[config.mk]
export PLATFORM = sky130hd
export DESIGN_NAME = dkr_cell
export DESIGN_NICKNAME = d
export VERILOG_FILES = /design/src/sv/dkr_pkg.sv /design/src/sv/dkr_cell.sv
export SDC_FILE = /design/constraint.sdc
export NUM_CORES = 1
export LEC_CHECK = 0
export BUFFER_PORTS_ARGS = -buffer_cell sky130_fd_sc_hd__buf_2
export CAP_MARGIN = 30
export CORE_AREA = 2 2 234 236
export CTS_BUF_LIST = sky130_fd_sc_hd__clkbuf_2
export CTS_CLUSTER_DIAMETER = 150
export CTS_CLUSTER_SIZE = 8
export DETAILED_ROUTE_END_ITERATION = 8
export DIE_AREA = 0 0 236 238
export GPL_TIMING_DRIVEN = 0
export PLACE_DENSITY = 0.37
export SETUP_SLACK_MARGIN = 0.1
export SLEW_MARGIN = 5
export SYNTH_ARGS = -nofsm -noshare
export SYNTH_HDL_FRONTEND = slang
export SYNTH_SLANG_ARGS = --single-unit
[constraint.sdc]
create_clock -name clock -period 7 [get_ports clock]
set_input_delay 0.7 -clock clock [delete_from_list [all_inputs] [get_ports clock]]
set_output_delay 0.7 -clock clock [all_outputs]
set_load 0.1 [all_outputs]
[src/sv/dkr_pkg.sv]
package dkr_pkg;

   localparam int DEPTH = 128;
   localparam int IDX_W = $clog2(DEPTH);
   localparam int CNT_W = $clog2(DEPTH + 1);
   localparam int LVL   = $clog2(DEPTH);
   localparam int ACT_W = 2;
   localparam int KEY_W = 64;
   localparam int PAY_W = 64;

   typedef enum logic [ACT_W-1:0] {
      ACT_PUSH_BACK  = 2'd0,
      ACT_PUSH_FRONT = 2'd1,
      ACT_POP_FRONT  = 2'd2,
      ACT_REMOVE     = 2'd3
   } action_type;

   typedef enum logic {
      ST_IDLE = 1'b0,
      ST_EXEC = 1'b1
   } state_type;

   typedef struct packed {
      logic             cmp_en;
      logic [KEY_W-1:0] cmp_key;
      logic [CNT_W-1:0] count;
      logic             load_tail;
      logic             push_front;
      logic [KEY_W-1:0] new_key;
      logic [PAY_W-1:0] new_payload;
   } cell_ctrl_type;

endpackage

[src/sv/dkr_cell.sv]
module dkr_cell (
   input  logic                       clock,
   input  dkr_pkg::cell_ctrl_type     ctrl,
   input  logic [dkr_pkg::IDX_W-1:0]  cell_idx,
   input  logic [dkr_pkg::KEY_W-1:0]  prev_key,
   input  logic [dkr_pkg::PAY_W-1:0]  prev_payload,
   input  logic [dkr_pkg::KEY_W-1:0]  next_key,
   input  logic [dkr_pkg::PAY_W-1:0]  next_payload,
   input  logic                       shift_fwd,
   output logic [dkr_pkg::KEY_W-1:0]  cell_key,
   output logic [dkr_pkg::PAY_W-1:0]  cell_payload,
   output logic                       match
);
   import dkr_pkg::*;

   logic [KEY_W-1:0] key_ff, key_in;
   logic [PAY_W-1:0] pay_ff, pay_in;
   logic             match_ff, match_in;
   logic             occupied;

   assign occupied = CNT_W'(cell_idx) < ctrl.count;

   always_comb begin
      key_in   = key_ff;
      pay_in   = pay_ff;
      match_in = match_ff;
      if (ctrl.cmp_en) begin
         match_in = occupied && (key_ff == ctrl.cmp_key);
      end
      if (ctrl.push_front) begin
         key_in = prev_key;
         pay_in = prev_payload;
      end else if (ctrl.load_tail && (CNT_W'(cell_idx) == ctrl.count)) begin
         key_in = ctrl.new_key;
         pay_in = ctrl.new_payload;
      end else if (shift_fwd) begin
         key_in = next_key;
         pay_in = next_payload;
      end
   end

   always_ff @(posedge clock) begin
      key_ff   <= key_in;
      pay_ff   <= pay_in;
      match_ff <= match_in;
   end

   assign cell_key     = key_ff;
   assign cell_payload = pay_ff;
   assign match        = match_ff;

endmodule

==> impl_metrics.env <==
export IMPL_cts_root_buf="clkbuf_2"
export IMPL_cts_buffers=17
export IMPL_clkTransAtPathRegs_ns=0.19
export IMPL_outcome="completed"
export IMPL_rsz0062_at_grt="no"
export IMPL_intPower_uw=1470
export IMPL_swShare_pct=45.6
export IMPL_register_area_mm2=0.00387
export IMPL_cts_tree="yes"
export IMPL_maxSlewHeadroom_pct=36.1
export IMPL_synth_net_count=1160
export IMPL_cp_start_kind="input port"
export IMPL_clock_power_share_pct=18.3
export IMPL_synthCells=685
export IMPL_grt_ovfl_total=0
export IMPL_fin_crit_ns=2.99
export IMPL_io_buffer_count=595
export IMPL_synth_warnings=0
export IMPL_drt_iter0_drc=300
export IMPL_cap_violations=0
export IMPL_final_hold_viol_count=0
export IMPL_ys_types=34
export IMPL_final_setup_viol_count=0
export IMPL_syn_area_mm2=0.00749
export IMPL_die_height_um=238
export IMPL_whs_ns=0.189
export IMPL_antenna_found_initial=4
export IMPL_drive_gt1_share_pct=41.6
export IMPL_areaGrowthSynthToFinish_pct=87.8
export IMPL_via_per_inst=3.83
export IMPL_cts_sinks=129
export IMPL_ant_nets=0
export IMPL_grt_usage_pct=14.9
export IMPL_yosysSeqAreaShare_pct=51.7
export IMPL_dp_cells=1984
export IMPL_wl_um=42500
export IMPL_final_cell_mix="buf_2, dlygate4sd3_1, nand2_1, edfxtp_1, mux2i_1"
export IMPL_grt_max_degree=58
export IMPL_coreArea_mm2=0.0535
export IMPL_wire_per_inst_um=18.8
export IMPL_nFillCells=5885
export IMPL_worst_slew_pin_slew_ns=0.959
export IMPL_std_cell_rows=85
export IMPL_power_switching_uw=1230
export IMPL_die_x_um=236
export IMPL_layout_commonest_cell="buf_2"
export IMPL_leakage_uw=0.00612
export IMPL_grt_pass1_wl_um=59000
export IMPL_ios=597
export IMPL_globalplace_congestion=0.860
export IMPL_max_freq_mhz=334
export IMPL_postSynthRegisterBits=129
export IMPL_slew_violations=0
export IMPL_num_vias=8625
export IMPL_worstPathArrival_ns=3.71
export IMPL_cp_data_required_time_ns=7.72
export IMPL_vdd_drop_max_mv=0.0745
export IMPL_start_util_pct=14.0
export IMPL_period_share_pct=42.7
export IMPL_worstSetupPathType="in2reg"
export IMPL_drc=0
export IMPL_syn_avg_cell_area_um2=10.9
export IMPL_share_seq_of_total_power_pct=37.0
export IMPL_fin_util_pct=26.3
export IMPL_hpwlAfterDp_um=34800
export IMPL_multiInputGateArea_mm2=0.00328
export IMPL_skew_ns=0.0383
export IMPL_cellPowerDensity_mw_per_mm2=193
export IMPL_hold_path_class="in2reg"
export IMPL_clk_latency_ns=0.94
export IMPL_nNetsFinal=2019
export IMPL_drtPass1Iterations=4
export IMPL_dieArea_mm2=0.0562
export IMPL_cts_max_path_buffers=2
export IMPL_path_max_fanout=10
export IMPL_crit_path_end_kind="register"
export IMPL_grt_pass1_vias=9190
export IMPL_combPwrFrac_pct=44.7
export IMPL_h_tree_depth=4
export IMPL_final_cell_count_no_fill=2254
==> logic make-up (layout without fill, tap and decap cells) <==
| logic type | after synthesis | count (layout) | share of synthesized area (%) |
|---|---|---|---|
| AOI/OAI and AO/OA | 146 | 146 | 10.2 |
| xor gates and xnor gates | 51 | 51 | 5.97 |
| adders and majority gates | 7 | 7 | 1.17 |
| buffers and inverters | 65 | 932 | 4.50 |
| DFF | 129 | 129 | 51.7 |
| muxes | 128 | 128 | 17.1 |
| other | 0 | 6 | 0 |
| and+or+nand+nor | 159 | 159 | 9.29 |
==> state kept, by name (all words and copies together) (netlist names) <==
register and flops:
match 1, cell_key 64, cell_payload 64
==> timing repair <==
| action | in CTS | in global routing |
|---|---|---|
| endpoints found under the hold margin | 124 | 0 |
| buffers inserted | 0 | 0 |
| hold buffers | 237 | 0 |
| gates resized for setup | 0 | 0 |
==> final cells by class <==
class                   count  area share (%)
well taps                 696            6.19
inverters                  23           0.614
repair buffers            840            38.9
diodes                      6           0.107
flip-flops and latches    129            27.5
multi-input cells         491            23.3
clock buffers              18           0.641
plain buffers              42            1.78
clock inverters             9           0.854
==> path summary, 6_finish.rpt <==
path	startpoint	endpoint	slack [ns]	cells after the start
min	prev_key[60]	cell_key[60]$_DFFE_PP_	0.19	3
min reg2reg	cell_key[36]$_DFFE_PP_	match$_DFFE_PP_	0.94	5
max	ctrl[136]	cell_key[24]$_DFFE_PP_	4.01	11
max reg2reg	cell_key[51]$_DFFE_PP_	match$_DFFE_PP_	4.89	4
==> layer usage <==
metal / routed length [um] / track usage, % / up-vias
met5: 0 / 0 / -
met1: 16700 / 16.4 / 3988
met4: 1130 / 5.81 / 0
met2: 21800 / 27.0 / 381
met3: 2890 / 4.41 / 47
li1: - / - / 4209
==> worst max-delay path: stages <==
cell and delay [ns]:
buf_2 0.08, inv_1 0.03, ha_1 0.34, nand4b_4 0.15
nor3_4 0.34, buf_4 0.36, buf_6 0.28, mux2i_1 0.20
dlygate4sd3_1 0.56, o21ai_1 0.06, dlygate4sd3_1 0.59
==> per-stage QoR <==
| stage | setup TNS [ns] | power (uW) | area (um2) | setup WS, ns |
|---|---|---|---|---|
| 2_1_floorplan | 0 | 1780 | 7490 | 1.93 |
| 3_3_place_gp | -46.91 | 2110 | 11300 | -0.389 |
| 3_5_place_dp | 0 | 2120 | 11500 | 3.54 |
| 4_1_cts | 0 | 2770 | 14000 | 4.13 |
| 5_1_grt | 0 | 2840 | 14100 | 4.06 |
| 6_report | 0 | 2710 | 14100 | 4.01 |
==> power groups by stage <==
stage | logic [uW] | clock network [uW] | registers [uW]
after detailed placement | 1090 | 0 | 1020
final | 1210 | 496 | 1000
after global routing | 1270 | 565 | 1010
after CTS | 1220 | 540 | 1000
after global placement | 1090 | 0 | 1030
after floorplan | 147 | 0 | 1630
==> synthesized netlist by cell type <==
cell       count  share of area, %
a221oi_1       1              0.12
nor3_4         1              0.22
o21ai_1      109               7.3
and3_1         1             0.084
nand3_1        2              0.13
buf_6         11               1.7
xor2_1        26               3.0
nand4_1        8              0.67
a22o_1         1              0.12
nor3_1         1             0.067
clkbuf_1      27               1.4
nand2_1      129               6.5
nor2_1         1             0.050
ha_1           7               1.2
buf_2          2              0.13
xnor2_1       25               2.9
mux2i_1      128                17
nand4b_4       1              0.32
nand2b_1       3              0.25
o22ai_1        6              0.50
o21a_1         1              0.10
nor4b_1        1              0.12
nor4_1         9              0.75
o2111ai_1      1              0.12
or3_1          1             0.084
buf_4          2              0.20
o2bb2ai_1      1              0.12
o21ai_0       20               1.3
nor2b_1        1             0.084
edfxtp_1     129                52
inv_1         23               1.2
a21oi_1        3              0.20
a22oi_1        2              0.20
o311ai_0       1              0.12
No activity file was read; power rests on OpenSTA's default activity.
